**config.mk**
```make
export PLATFORM = sky130hd
export DESIGN_NAME = lrmp_ctrl
export DESIGN_NICKNAME = d
export VERILOG_FILES = /design/src/design/lrmp_pkg.sv /design/src/design/lrmp_ctrl.sv
export VERILOG_INCLUDE_DIRS = /design/src /design/src/design
export SDC_FILE = /design/constraint.sdc
export NUM_CORES = 1
export LEC_CHECK = 0
export ABC_CLOCK_PERIOD_IN_PS = 7000
export BUFFER_PORTS_ARGS = -buffer_cell sky130_fd_sc_hd__buf_2
export CAP_MARGIN = 20
export CORE_UTILIZATION = 54
export CTS_BUF_LIST = sky130_fd_sc_hd__clkbuf_16
export CTS_CLUSTER_SIZE = 8
export DETAILED_ROUTE_END_ITERATION = 7
export GPL_TIMING_DRIVEN = 0
export MAX_ROUTING_LAYER = met4
export PLACE_DENSITY = 0.79
export SLEW_MARGIN = 15
export SYNTH_ARGS = -nofsm -noshare
export SYNTH_HDL_FRONTEND = slang
export SYNTH_SLANG_ARGS = --single-unit
```
**constraint.sdc**
```tcl
create_clock -name clock -period 7 [get_ports clock]
set_input_delay 1.4 -clock clock [delete_from_list [all_inputs] [get_ports clock]]
set_output_delay 1.4 -clock clock [all_outputs]
set_load 0.01 [all_outputs]
```
**src/design/linear_recurrence_matrix_power_mod_assert.svh**
```systemverilog
// Assertion macros for the matrix power block.
// Included by the RTL modules that carry assertions; no other dependencies.
`ifndef LINEAR_RECURRENCE_MATRIX_POWER_MOD_ASSERT_SVH
`define LINEAR_RECURRENCE_MATRIX_POWER_MOD_ASSERT_SVH
`ifndef SYNTHESIS
`define LRMP_ASSERT_IMPL(label, clk, rst, ante, cons) \
   label: assert property (@(posedge clk) disable iff (rst) (ante) |-> (cons)) \
      else $error("assertion failed");
`define LRMP_ASSERT_NEXT(label, clk, rst, ante, cons) \
   label: assert property (@(posedge clk) disable iff (rst) (ante) |=> (cons)) \
      else $error("assertion failed");
`else
`define LRMP_ASSERT_IMPL(label, clk, rst, ante, cons)
`define LRMP_ASSERT_NEXT(label, clk, rst, ante, cons)
`endif
`endif

```
**src/design/lrmp_pkg.sv**
```systemverilog
// Shared types and constants for the matrix power block.
// No dependencies.
`default_nettype none
package lrmp_pkg;
   localparam logic [29:0] PRIME_MOD = 30'd1000000007;
   localparam int VAL_W = 30;

   typedef enum logic [2:0] {
      ST_IDLE,
      ST_INIT,
      ST_MUL_ACC,
      ST_MUL_SQR,
      ST_NEXT_BIT,
      ST_DONE
   } ctrl_state_type;

   // product select: acc = acc*base, or base = base*base
   typedef enum logic {
      OP_ACC,
      OP_SQR
   } mul_op_type;

   typedef struct packed {
      logic       init;      // load identity and companion
      logic       mul_start; // begin one matrix product
      mul_op_type op;
   } dp_cmd_type;

   typedef struct packed {
      logic mul_done;        // product finished and written back
   } dp_status_type;

   // a < 2^30 + 2^30 style reduction: value known below 2*PRIME_MOD
   function automatic logic [29:0] mod_fold(input logic [30:0] v);
      logic [30:0] d;
      d = v - {1'b0, PRIME_MOD};
      mod_fold = d[30] ? v[29:0] : d[29:0];
   endfunction
endpackage
`default_nettype wire

```
**src/design/lrmp_ctrl.sv**
```systemverilog
// Controller: walks exponent bits, sequences matrix products, handshake.
// Uses lrmp_pkg.
`default_nettype none
`include "linear_recurrence_matrix_power_mod_assert.svh"
module lrmp_ctrl
   import lrmp_pkg::*;
#(
   parameter int EXP_BITS = 60
) (
   input  wire logic                clock,
   input  wire logic                reset,
   input  wire logic                start,
   input  wire logic [EXP_BITS-1:0] req_term_index,
   output logic                     busy,
   output logic                     rsp_valid,
   output dp_cmd_type               cmd,
   input  wire dp_status_type       status
);
   localparam int BW = $clog2(EXP_BITS + 1);

   ctrl_state_type state_ff, state_in;
   logic [EXP_BITS-1:0] exp_ff, exp_in;
   logic [BW-1:0] bit_ff, bit_in;
   logic issued_ff, issued_in;

   always_ff @(posedge clock) begin
      if (reset) begin
         state_ff <= ST_IDLE; bit_ff <= '0; issued_ff <= 1'b0;
      end else begin
         state_ff <= state_in; bit_ff <= bit_in; issued_ff <= issued_in;
      end
      exp_ff <= exp_in;
   end

   always_comb begin
      state_in = state_ff; exp_in = exp_ff; bit_in = bit_ff; issued_in = issued_ff;
      cmd = '{init: 1'b0, mul_start: 1'b0, op: OP_ACC};
      busy = 1'b1; rsp_valid = 1'b0;
      unique case (state_ff)
         ST_IDLE: begin
            busy = 1'b0;
            if (start) begin
               exp_in = req_term_index; bit_in = '0; state_in = ST_INIT;
            end
         end
         ST_INIT: begin
            cmd.init = 1'b1; issued_in = 1'b0; state_in = ST_MUL_ACC;
         end
         ST_MUL_ACC: begin
            if (!exp_ff[0]) state_in = ST_MUL_SQR;
            else if (!issued_ff) begin
               cmd.mul_start = 1'b1; cmd.op = OP_ACC; issued_in = 1'b1;
            end else if (status.mul_done) begin
               issued_in = 1'b0; state_in = ST_MUL_SQR;
            end
         end
         ST_MUL_SQR: begin
            if (!issued_ff) begin
               cmd.mul_start = 1'b1; cmd.op = OP_SQR; issued_in = 1'b1;
            end else if (status.mul_done) begin
               issued_in = 1'b0; state_in = ST_NEXT_BIT;
            end
         end
         ST_NEXT_BIT: begin
            exp_in = exp_ff >> 1; bit_in = bit_ff + 1'b1;
            state_in = (bit_ff == BW'(EXP_BITS - 1)) ? ST_DONE : ST_MUL_ACC;
         end
         ST_DONE: begin
            rsp_valid = 1'b1; state_in = ST_IDLE;
         end
         default: state_in = ST_IDLE;
      endcase
   end

   `LRMP_ASSERT_NEXT(a_accept_init, clock, reset, start && !busy, state_ff == ST_INIT)
   `LRMP_ASSERT_IMPL(a_rsp_one_cycle, clock, reset, rsp_valid, !$past(rsp_valid))
   `LRMP_ASSERT_IMPL(a_start_idle_dp, clock, reset, cmd.mul_start, !status.mul_done)
endmodule
`default_nettype wire
```
==> out/metrics.cfg <==
[worst_setup_path]
worst_r2r_path_depth = 6
timing.critical_path.buf_inv = 2
reg2reg_slack_ns = 5.03
cp_top_family = simple AND/OR/NAND/NOR gates
worstPathCellList = buf_2, nor2b_1, nand2_1, nor2_1, buf_2
start_kind = flop
slowest_delay_ns = 0.36
crit_type = flop to output pin
critPathArrivalTime_ns = 1.55
critical_path_depth = 5
worstPathRequired_ns = 5.60
cp_slowest_cell = dfxtp_1
worstSetupEndpointType = output pin
path_common_cell = buf_2
crit_fanout = 10

[placed_design]
io_buffers = 67
place_congestion = 0.868
dp_slack_ns = 4.23
dpl.hpwl_mm = 3.76

[grt]
met3_usage = 0.0471
grt_util_met1 = 0.254
grt_pass1_vias = 1842
overflow = 0
top_usage_layer = met2
grtUsageMet2 = 0.297
grtUsageTotal = 0.199
grt_max_degree = 12
grt_pass1_wl_mm = 8.64
antenna_found_initial = 0

[power_and_ir_drop]
combPwrFrac = 0.184
power.share.clock = 0.332
power_frac_seq = 0.485
leakagePower_nw = 1.48
switching_share = 0.248
max-vdd-ir-drop_mv = 0.201
internal_power_w = 0.000954
p_per_area_nw_per_um2 = 327
p_switching_w = 0.000315

[yosys]
syn_area_um2 = 3110
synth_area_leaders = edfxtp_1, mux2_2, dfxtp_1
yosys.area.top_type = edfxtp_1
syn-mean-instance-area_um2 = 15.7
ys_ff_latch = 70
synth_edf_count = 60
synthTopCellsByCount = edfxtp_1, mux2_2, dfxtp_1
synth_warnings = 0
synth_cells = 198
synth_top_cell_area_share = 0.579
syn_nets = 263
synthFlopType = edfxtp_1
ys_seq_area_frac = 0.644
synthArstFlopShare = 0
ys_types = 38

[timing]
drv_slew = 0
setup_tns_ns = 0
worst_slack_ns = 4.05
min_period_over_period = 0.421
finalSetupViolations = 0
rsz0062_at_grt = false
max_freq_mhz = 339
clock_skew_ns = 0.00448
max_slew_margin = 0.680
hold_slack_ns = 0.488
tightest_slew_ns = 0.475
final.min_clock_period_ns = 2.95
hold_violations = 0

[hold_path]
holdCritPathClass = flop to flop
min_path_cells = 1

[cells_and_area]
multi_input_area_um2 = 1040
regArea_um2 = 2000
nets = 348
n_antenna_cell = 0
drive_gt1_frac = 0.551
nFillCells = 406
syn_to_final_growth_pct = 24.7

[detailed_routing]
vias_per_cell = 5.43
post_drt_wl_per_cell_um = 14.8
post-route-drc-count = 0
dr.pass1.iters = 4
wl_mm = 5.33
drtAntennaViolNets = 0
drt_iter0_drc = 96
num_vias = 1950

[die]
ios = 69
die_area_um2 = 6070
initial_core_util = 0.561
fp.dieH_um = 77.9
row_count = 27
fp.coreArea_um2 = 5540
die_w_um = 77.9

[clock_tree]
cts_setup_buffers = 0
cts-resized-gates = 0
clk_path_buf_depth = 2
clock_latency_ns = 0.32
cts_root_buffer = clkbuf_16
h-tree-depth = 3
cts.sinks = 70
numCtsBuffers = 9
tritoncts = done
clk_pin_slew_ns = 0.05
cts_hold_buf = 0

[outcome]
status = complete, no violations

[run]
maxCapViolCount = 0

[state kept, by name (all words and copies together), names as in the netlist]
register,cells
state_ff,3
bit_ff,6
issued_ff,1
exp_ff,60
[layout by cell type (no fill, tap or decap), types with 2 or more instances in the layout]
cell type	instances
o31ai_1	3
a21oi_1	3
nand3_1	2
buf_4	7
clkbuf_16	9
clkbuf_1	2
o21ai_0	2
buf_2	73
edfxtp_1	60
nand2b_1	4
a41oi_1	2
nand3b_1	2
buf_6	2
o31a_1	2
mux2_2	60
clkinv_1	3
inv_1	3
dfxtp_1	10
nand2_1	6
nor2_1	5
a311oi_1	3
[final timing paths]
check | from | to
worst max-delay path | state_ff[1] | cmd[0]
worst min-delay path | bit_ff[4] | bit_ff[4]
worst max register to register | state_ff[2] | exp_ff[17]
worst min register to register | bit_ff[4] | bit_ff[4]
[cells by family (layout without fill, tap and decap cells)]
kind of cell / after synthesis / count (layout) / synth area share
fa+ha+maj: 1 / 1 / 0.00402
flops: 70 / 70 / 0.644
compound gates: 20 / 20 / 0.0499
xor+xnor: 1 / 1 / 0.00282
mux: 60 / 60 / 0.217
simple gates: 32 / 32 / 0.0604
buf+inv: 14 / 103 / 0.0217
[power by group through the flow]
stage	clock, W	combinational, W	sequential [W]
floorplan	0	0.000142	0.000629
detailed placement	0	0.000237	0.000623
finish	0.000421	0.000233	0.000615
global route	0.000447	0.000255	0.000625
global placement	0	0.000197	0.000646
CTS	0.000429	0.000237	0.000616
[routing by layer]
metal  share of wire  vias up  routed length [µm]
met3           0.056        6                 297
met4           0.011        0                  59
met1            0.45      931                2420
li1                -      947                   -
met5               0        -                   0
met2            0.48       66                2550
[final cells by class]
type / count / share of cell area
multi-input combinational: 114 / 0.269
buffer: 11 / 0.0145
timing repair buffer: 74 / 0.102
clock buffer: 9 / 0.0581
inverter: 3 / 0.00290
sequential: 70 / 0.516
tap: 72 / 0.0232
clock inverter: 6 / 0.0139
[metrics by stage]
stage / total power [W] / util / area, µm² / std cells
2_1_floorplan: 0.000771 / - / 3110 / 198
3_3_place_gp: 0.000844 / 0.638 / 3530 / 337
5_1_grt: 0.00133 / 0.700 / 3880 / 359
3_5_place_dp: 0.000860 / 0.650 / 3600 / 344
6_report: 0.00127 / 0.700 / 3880 / 359
4_1_cts: 0.00128 / 0.700 / 3880 / 359
No activity file was read; power rests on OpenSTA's default activity.
